===== config.mk =====
export PLATFORM = sky130hd
export DESIGN_NAME = nutb_ctrl
export DESIGN_NICKNAME = d
export VERILOG_FILES = /design/src/design/nutb_pkg.sv /design/src/design/nutb_ctrl.sv
export SDC_FILE = /design/constraint.sdc
export NUM_CORES = 1
export LEC_CHECK = 0
export BUFFER_PORTS_ARGS = -buffer_cell sky130_fd_sc_hd__buf_2
export CORE_AREA = 4 4 41 43
export CTS_BUF_LIST = sky130_fd_sc_hd__clkbuf_8
export CTS_CLUSTER_SIZE = 16
export DETAILED_ROUTE_END_ITERATION = 12
export DIE_AREA = 0 0 45 47
export PLACE_DENSITY = 0.45
export SETUP_SLACK_MARGIN = 0.1
export SLEW_MARGIN = 20
export SYNTH_ARGS = -nofsm -noshare
export SYNTH_HDL_FRONTEND = slang
export SYNTH_SLANG_ARGS = --single-unit

===== constraint.sdc =====
create_clock -name clk -period 1.86 [get_ports clk]
set_input_delay 0.372 -clock clk [delete_from_list [all_inputs] [get_ports clk]]
set_output_delay 0.372 -clock clk [all_outputs]
set_load 0.02 [all_outputs]

===== src/design/nutb_pkg.sv =====
// nutb_pkg: shared types, constants and the cordic angle table for the
// nearest unvisited target bearing block. No dependencies.
package nutb_pkg;

  localparam int MAX_TARGETS_DEF = 32;
  localparam int COORD_BITS_DEF  = 20;

  localparam int SLOT_W     = 5;
  localparam int COUNT_W    = 6;
  localparam int RADIUS_W   = 20;
  localparam int R2_W       = 2 * RADIUS_W;
  localparam int ANG_W      = 16;
  localparam int MASK_W     = 32;
  localparam int DIST_W     = 21;
  localparam int CFG_IDX_W  = 2;
  localparam int CFG_DATA_W = 20;

  localparam int CORDIC_STEPS = 16;
  localparam int CORDIC_SHIFT = 26;

  localparam logic [DIST_W-1:0]     DIST_SAT     = 21'd1482911;
  localparam logic [ANG_W-1:0]      ANG_PI       = 16'd32768;
  localparam logic [RADIUS_W-1:0]   RADIUS_RESET = 20'd256;

  localparam logic [CFG_IDX_W-1:0] REG_COUNT  = 2'd0;
  localparam logic [CFG_IDX_W-1:0] REG_RADIUS = 2'd1;

  localparam logic CMD_LOAD  = 1'b0;
  localparam logic CMD_QUERY = 1'b1;

  typedef enum logic [2:0] {
    ST_IDLE,
    ST_WALK,
    ST_DRAIN,
    ST_FETCH,
    ST_PREP,
    ST_INIT,
    ST_ARITH,
    ST_DONE
  } state_t;

  typedef struct packed {
    logic load;
    logic start;
    logic issue;
    logic fetch;
    logic init;
    logic step;
    logic emit;
  } ctrl_cmd_t;

  typedef struct packed {
    logic issue_done;
    logic pipe_empty;
    logic arith_done;
    logic out_free;
  } ctrl_sts_t;

  function automatic logic [ANG_W-1:0] cordic_angle(input logic [3:0] i);
    logic [ANG_W-1:0] a;
    case (i)
      4'd0:    a = 16'd8192;
      4'd1:    a = 16'd4836;
      4'd2:    a = 16'd2555;
      4'd3:    a = 16'd1297;
      4'd4:    a = 16'd651;
      4'd5:    a = 16'd326;
      4'd6:    a = 16'd163;
      4'd7:    a = 16'd81;
      4'd8:    a = 16'd41;
      4'd9:    a = 16'd20;
      4'd10:   a = 16'd10;
      4'd11:   a = 16'd5;
      4'd12:   a = 16'd3;
      4'd13:   a = 16'd1;
      4'd14:   a = 16'd1;
      default: a = 16'd0;
    endcase
    return a;
  endfunction

endpackage


===== src/design/nutb_ctrl.sv =====
// nutb_ctrl: sequencer for loads and queries; drives datapath commands.
// Depends on nutb_pkg.
module nutb_ctrl (
  input  logic                  clk,
  input  logic                  rst,
  input  logic                  in_valid,
  input  logic                  command,
  output logic                  in_stall,
  output nutb_pkg::ctrl_cmd_t   cmd,
  input  nutb_pkg::ctrl_sts_t   sts
);
  import nutb_pkg::*;

  state_t state, state_next;

  always_ff @(posedge clk) begin
    if (rst) begin
      state <= ST_IDLE;
    end else begin
      state <= state_next;
    end
  end

  always_comb begin
    state_next = state;
    case (state)
      ST_IDLE: begin
        if (in_valid && command == CMD_QUERY) state_next = ST_WALK;
      end
      ST_WALK: begin
        if (sts.issue_done) state_next = ST_DRAIN;
      end
      ST_DRAIN: begin
        if (sts.pipe_empty) state_next = ST_FETCH;
      end
      ST_FETCH: state_next = ST_PREP;
      ST_PREP:  state_next = ST_INIT;
      ST_INIT:  state_next = ST_ARITH;
      ST_ARITH: begin
        if (sts.arith_done) state_next = ST_DONE;
      end
      ST_DONE: begin
        if (sts.out_free) state_next = ST_IDLE;
      end
      default: state_next = ST_IDLE;
    endcase
  end

  always_comb begin
    cmd      = '0;
    in_stall = 1'b1;
    case (state)
      ST_IDLE: begin
        in_stall  = 1'b0;
        cmd.load  = in_valid && command == CMD_LOAD;
        cmd.start = in_valid && command == CMD_QUERY;
      end
      ST_WALK:  cmd.issue = 1'b1;
      ST_FETCH: cmd.fetch = 1'b1;
      ST_INIT:  cmd.init  = 1'b1;
      ST_ARITH: cmd.step  = 1'b1;
      ST_DONE:  cmd.emit  = sts.out_free;
      default: ;
    endcase
  end

endmodule


==> reports/metrics.yaml, run 1 <==
synth_simple_gate_area_share_pct: 36.3
reg_top3: "state: 3 flops"
synth_top_cell_by_area: "dfxtp_1"
pin_count: 16
synth_adder_area_share_pct: 16.7
synth-xor-area-share_pct: 0
muxShareOfSynthArea_pct: 6.67
syn_area_um2: 300
drive_gt1_share_pct: 33.3
vias_per_cell: 4.39
drv_slew: 0
via_count: 316
wl_per_cell_um: 9.65
diodes: 0
irDropWorstVdd_mv: 0.439
post-route-period-util_pct: 89.5
p_leak_nw: 0.238
ys_seq_area_share_pct: 20.0
fin_skew_ps: 1.13
postSynthAreaPerCell_um2: 7.70
hpwl_um: 529
die-area_um2: 2120
min_path_type: "in2reg"
synth_compound_gate_area_share_pct: 14.2
run_status: "finished, final reports clean"
antenna_found_initial: 0
crit_chain: "inv_1 > ha_1 > and2_1 > buf_2"
dr.pass1.iters: 4
route.final.wire_length_um: 695
max_stage_delay_ps: 380
grt_max_degree: 14
final_cell_area_um2: 448
numCtsBuffers: 3
worst-endpoint-arrival_ps: 1290
h-tree-depth: 1
ant_nets: 0
p_per_area_nw_per_um2: 1340
total_power_mw: 0.599
crit_path_top_delay_cell: "dfxtp_1"
clkLatencyLatePin_ps: 220
dp_cells: 68
crit_type: "reg2out"
timing.final.hold_violations: 0
fmax_mhz: 601
grt_pass1_vias: 273
yosys_warnings: 0
final-instance-count-excl-fill: 72
nNetsFinal: 70
rsz0062_at_grt: "false"
ys_top_cells_by_area: "dfxtp_1, ha_1, nand2b_1, nor2b_1, mux2i_1"
endpoint_kind: "primary output"
maxCapViolations: 0
gp_congestion: 0.645
overflow: 0
holdWs_ps: 371
cts.clk_slew.worst_paths_ps: 30
start_util_pct: 23.1
setup.worst_path.start_class: "flop"
crit_fanout: 5
async_reset_ff_share_pct: 0
fp.dieW_um: 45
largest_register: "state"
numClockSinks: 3
place_area_um2: 390
tightest_slew_ps: 378
fin_crit_ps: 1670
synth_top_family_by_area: "simple AND/OR/NAND/NOR gates"
synth_edf_count: 0
syn_nets: 51
cts_root_buffer: "clkbuf_8"
io_buffers: 15
synthToLayoutAreaGrowth_pct: 49.2
post_cts_buffers: 0
clk_path_buf_depth: 2
rows: 13
largest_register_ffs: 3
die_h_um: 47
core_region_area_um2: 1300
setup-violations-final: 0
drt_iter0_markers: 9
ys.flop_type: "dfxtp_1"
ys_ff_latch: 3
gr-usage-all-layers_pct: 7.97
relSlewSlack_pct: 74.8
grt_first_pass_wirelength_um: 1170
cp.required_ps: 1490
synth_cells: 39
synth_top_area_share_pct: 20.0
synth.distinct_cells: 19
drc: 0
fin_setup_tns_ps: 0
cts_tree: "yes"
-- critical path: cells and delay by family, from the launching register on --
kind | cells | cell delay, ps
flops | 1 | 380
simple gates | 1 | 170
fa+ha+maj | 1 | 260
buf+inv | 2 | 260
-- Yosys cell counts (2+ instances only) --
master    instances
nand2b_1          5
ha_1              4
inv_1             4
nor2b_1           4
dfxtp_1           3
and2_1            2
mux2i_1           2
nand2_1           2
o21ai_0           2
o21ai_1           2
-- final timing paths --
| check | from | end | slack [ps] | cells after the start |
|---|---|---|---|---|
| setup / recovery | state[0] | cmd[1] | 190 | 4 |
| hold / removal | rst | state[2] | 370 | 2 |
| setup reg to reg | state[0] | state[1] | 270 | 5 |
| hold reg to reg | state[1] | state[1] | 520 | 2 |
-- cell type report --
cell class / instances / area [µm²]
Fill cell: 156 / 853
Clock buffer: 3 / 41.3
Timing Repair Buffer: 15 / 75.1
Tap cell: 15 / 18.8
Sequential cell: 3 / 60.1
Multi-Input combinational cell: 31 / 234
Inverter: 4 / 15.0
Clock inverter: 1 / 3.75
-- stage by stage --
stage | setup slack, ps | util [%]
finish | 195 | 34.4
detailed placement | 317 | 30.0
CTS | 165 | 33.5
global placement | 319 | 30.0
global route | 110 | 34.4
floorplan | 149 | -
-- power by group --
group	internal, mW	leakage (nW)	total (mW)	switching, mW
Clock	0.141	0.0269	0.185	0.0441
Combinational	0.138	0.187	0.310	0.172
Sequential	0.0833	0.0245	0.104	0.0211
Total	0.361	0.238	0.599	0.237
-- cell usage in the layout (no fill, tap or decap), types with 2 or more instances in the layout --
master and n:
buf_2 15, inv_1 5, nand2b_1 5, nor2b_1 4, ha_1 3, clkbuf_8 3, dfxtp_1 3, and2_1 2
o21ai_0 2, nand2_1 2, o21ai_1 2, mux2i_1 2
-- logic make-up (layout without fill, tap and decap cells) --
kind of cell,after synthesis,after routing
flops,3,3
buf+inv,5,23
simple gates,18,18
compound gates,7,7
fa+ha+maj,4,4
mux,2,2
-- routing by layer --
layer | wire length [µm] | vias to the layer above | global-route usage [%]
li1 | - | 167 | -
met1 | 341 | 141 | 9.52
met2 | 301 | 8 | 10.7
met3 | 52 | 0 | 4.60
met4 | 0 | 0 | 5.26
met5 | 0 | - | 0
-- timing repair --
item	4_1_cts	5_1_grt
hold buffers	0	0
setup endpoints to repair	0	1
gates resized for setup	0	2
No activity file was read; power rests on OpenSTA's default activity.
==> run 2: changes to the inputs <==
--- a/config.mk
+++ b/config.mk
@@ -5,13 +5,14 @@
 export SDC_FILE = /design/constraint.sdc
 export NUM_CORES = 1
 export LEC_CHECK = 0
+export ABC_AREA = 1
 export BUFFER_PORTS_ARGS = -buffer_cell sky130_fd_sc_hd__buf_2
 export CORE_AREA = 4 4 41 43
 export CTS_BUF_LIST = sky130_fd_sc_hd__clkbuf_8
 export CTS_CLUSTER_SIZE = 16
 export DETAILED_ROUTE_END_ITERATION = 12
 export DIE_AREA = 0 0 45 47
-export PLACE_DENSITY = 0.45
+export PLACE_DENSITY = 0.53
 export SETUP_SLACK_MARGIN = 0.1
 export SLEW_MARGIN = 20
 export SYNTH_ARGS = -nofsm -noshare
==> run 2 against run 1 <==
Net effect:
- first-iteration DRC count shrank 11%
- clock skew grew 1.9 ps
- power grew 32%
- critical path depth grew 1
- maximum frequency grew 0.23%
- non-clock buffer count is the same
- global-route usage grew 1.9 points
- wire length grew 22%
- critical endpoint is now cmd[6]
- largest cell class unchanged
==> reports/metrics.yaml, run 2 <==
async_reset_ff_share_pct: 0  # unchanged
multi_input_area_um2: 279  # +19%
synth_top_cell_by_area: "dfxtp_1"
core_region_area_um2: 1300  # unchanged
drv_slew: 0  # unchanged
final-instance-count-excl-fill: 95  # +32%
setup-violations-final: 0  # unchanged
antenna_found_initial: 0  # unchanged
n_fill_cell: 149  # -4.5%
endpoint_kind: "primary output"
start_util_pct: 30.8  # +7.7 points
p_int_mw: 0.411  # +14%
cp.required_ps: 1490  # about the same
syn_nets: 74  # +45%
synth_edf_count: 0  # unchanged
nNetsFinal: 93  # +33%
holdWs_ps: 417  # +46.0 ps
pwr-share-clk_pct: 23.3  # -7.5 points
post-route-util_pct: 40.8  # +6.3 points
min_delay_path_depth: 4  # +2
die-area_um2: 2120  # unchanged
tightest_slew_ps: 389  # +10.7 ps
fmax_mhz: 602  # +0.23%
ant_nets: 0  # unchanged
yosys_warnings: 0  # unchanged
power_frac_seq_pct: 15.7  # -1.7 points
setup.worst_path.start_class: "flop"
fin_setup_tns_ps: 0  # unchanged
via_count: 397  # +26%
dr.pass1.iters: 4  # unchanged
syn_area_um2: 400  # +33%
p_per_area_nw_per_um2: 1490  # +11%
ff2ff_path_depth: 8  # +3
synth_top_area_share_pct: 15.0  # -5.0 points
grt_first_pass_wirelength_um: 1410  # +20%
grt_pass1_vias: 347  # +27%
cts_root_buffer: "clkbuf_8"
synth_cells: 62  # +59%
h-tree-depth: 1  # unchanged
ys.flop_type: "dfxtp_1"
place_area_um2: 483  # +24%
vias_per_cell: 4.18  # -4.8%
layout_commonest_cell: "nand2_1"
pin_count: 16  # unchanged
max_stage_delay_ps: 320  # -60 ps
die_h_um: 47  # unchanged
regArea_um2: 60.1  # unchanged
overflow: 0  # unchanged
crit_fanout: 4  # -1
timing.final.hold_violations: 0  # unchanged
wl_per_cell_um: 8.92  # -7.6%
cts_tree: "yes"
post-route-period-util_pct: 89.3  # -0.21 points
route.final.wire_length_um: 847  # +22%
synth.distinct_cells: 18  # -1
gp_congestion: 0.724  # +12%
numClockSinks: 3  # unchanged
reg_top3: "state: 3 flops"
irDropWorstVdd_mv: 0.643  # +47%
largest_register: "state"
grt_max_degree: 9  # -5
most-common-layout-cells: "nand2_1, buf_2, inv_1"
synthToLayoutAreaGrowth_pct: 32.5
ys_top_cells_by_area: "dfxtp_1, nand2_1, ha_1, inv_1, nand3_2"
postSynthAreaPerCell_um2: 6.46  # -16%
fin_crit_ps: 1660  # -3.82 ps
fin_skew_ps: 3.02  # +1.89 ps
p_comb_share_pct: 61.0  # +9.3 points
dp_cells: 91  # +34%
synth.most_common_cell: "nand2_1"
maxCapViolations: 0  # unchanged
ys_ff_latch: 3  # unchanged
min_path_type: "in2reg"
hpwl_um: 736  # +39%
io_buffers: 15  # unchanged
clk_path_buf_depth: 2  # unchanged
p_leak_nw: 0.340  # +43%
largest_register_ffs: 3  # unchanged
relSlewSlack_pct: 74.1  # -0.75 points
swShare_pct: 47.9  # +8.2 points
drive_gt1_share_pct: 41.3  # +7.9 points
drt_iter0_markers: 8  # -1
cts_hold_buf: 0  # unchanged
drc: 0  # unchanged
ys_seq_area_share_pct: 15.0  # -5.0 points
clkLatencyLatePin_ps: 220  # about the same
power_switching_mw: 0.378  # +59%
final_cell_area_um2: 531  # +18%
synthTopCellsByCount: "nand2_1, inv_1, nor2_1, ha_1, nor2_2"
rows: 13  # unchanged
diodes: 0  # unchanged
run_status: "finished, final reports clean"
numCtsBuffers: 3  # unchanged
gr-usage-all-layers_pct: 9.85  # +1.9 points
crit_chain: "inv_1 > ha_2 > nand2_1 > nor3b_1 > buf_2"
cts.clk_slew.worst_paths_ps: 30  # about the same
rsz0062_at_grt: "false"
crit_type: "reg2out"
fp.dieW_um: 45  # unchanged
crit_path_top_delay_cell: "dfxtp_1"
worst-endpoint-arrival_ps: 1290  # about the same
==> run 2: cell count changes in the layout (fill, tap and decap cells not counted), moves of 2 or more <==
cell	previous run	this run
nand2_1	2	16
inv_1	5	11
nor2_1	1	7
nand2b_1	5	0
nor2_2	0	4
nor2b_1	4	0
nand3_2	0	3
mux2i_1	2	0
nand2_2	0	2
nand2_4	0	2
nand3_1	0	2
o21ai_0	2	0
o21ai_1	2	0
==> run 2: final cells by class <==
type                       instances  area share [%]
clock inverter                     1           0.708
tap                               15            3.54
clock buffer                       3            7.78
timing repair buffer              15            14.2
inverter                          12            9.91
sequential                         3            11.3
multi-input combinational         46            52.6
==> run 2: timing repair <==
action                                  in CTS  in global routing
endpoints found under the setup margin       0                  1
buffers inserted                             0                  0
gates resized for setup                      0                  1
==> run 2: layer usage <==
metal | GRT usage, % | part of all wire [%] | vias up
li1 | - | - | 221
met1 | 10.2 | 42 | 162
met2 | 16.7 | 48 | 12
met3 | 2.30 | 7.8 | 2
met4 | 8.77 | 2.8 | 0
met5 | 0 | 0 | -
==> run 2: worst max-delay path, delay by kind of cell, from the launching register on <==
family	cells	cell delay (ps)
flip-flops	1	320
buffers and inverters	2	280
AND/OR/NAND/NOR	2	260
adder cells (fa/ha/maj)	1	210
==> run 2: kinds of logic (layout without fill, tap and decap cells) <==
family	count (synthesis)	count (layout)	synth area share, %
AOI/OAI and AO/OA	4	4	6.56
DFF	3	3	15.0
buffers and inverters	13	31	15.9
adders and majority gates	4	4	12.5
and+or+nand+nor	38	38	50.0
==> run 2: power groups by stage <==
stage | Combinational [mW] | Sequential (mW) | Clock, mW
global placement | 0.481 | 0.126 | 0
detailed placement | 0.481 | 0.126 | 0
finish | 0.481 | 0.124 | 0.184
CTS | 0.483 | 0.125 | 0.193
global route | 0.549 | 0.129 | 0.200
floorplan | 0.406 | 0.106 | 0
==> run 2: final timing paths <==
kind | to | start | slack (ps)
worst max-delay path | cmd[6] | state[0] | 200
worst min register to register | state[1] | state[1] | 550
worst min-delay path | state[0] | rst | 420
worst max register to register | state[1] | state[0] | 480
==> run 2: through the flow <==
| stage | total power, mW | worst slack [ps] |
|---|---|---|
| after floorplan | 0.512 | 137 |
| after global placement | 0.607 | 434 |
| after detailed placement | 0.608 | 395 |
| after CTS | 0.802 | 158 |
| after global routing | 0.879 | 118 |
| final | 0.789 | 199 |
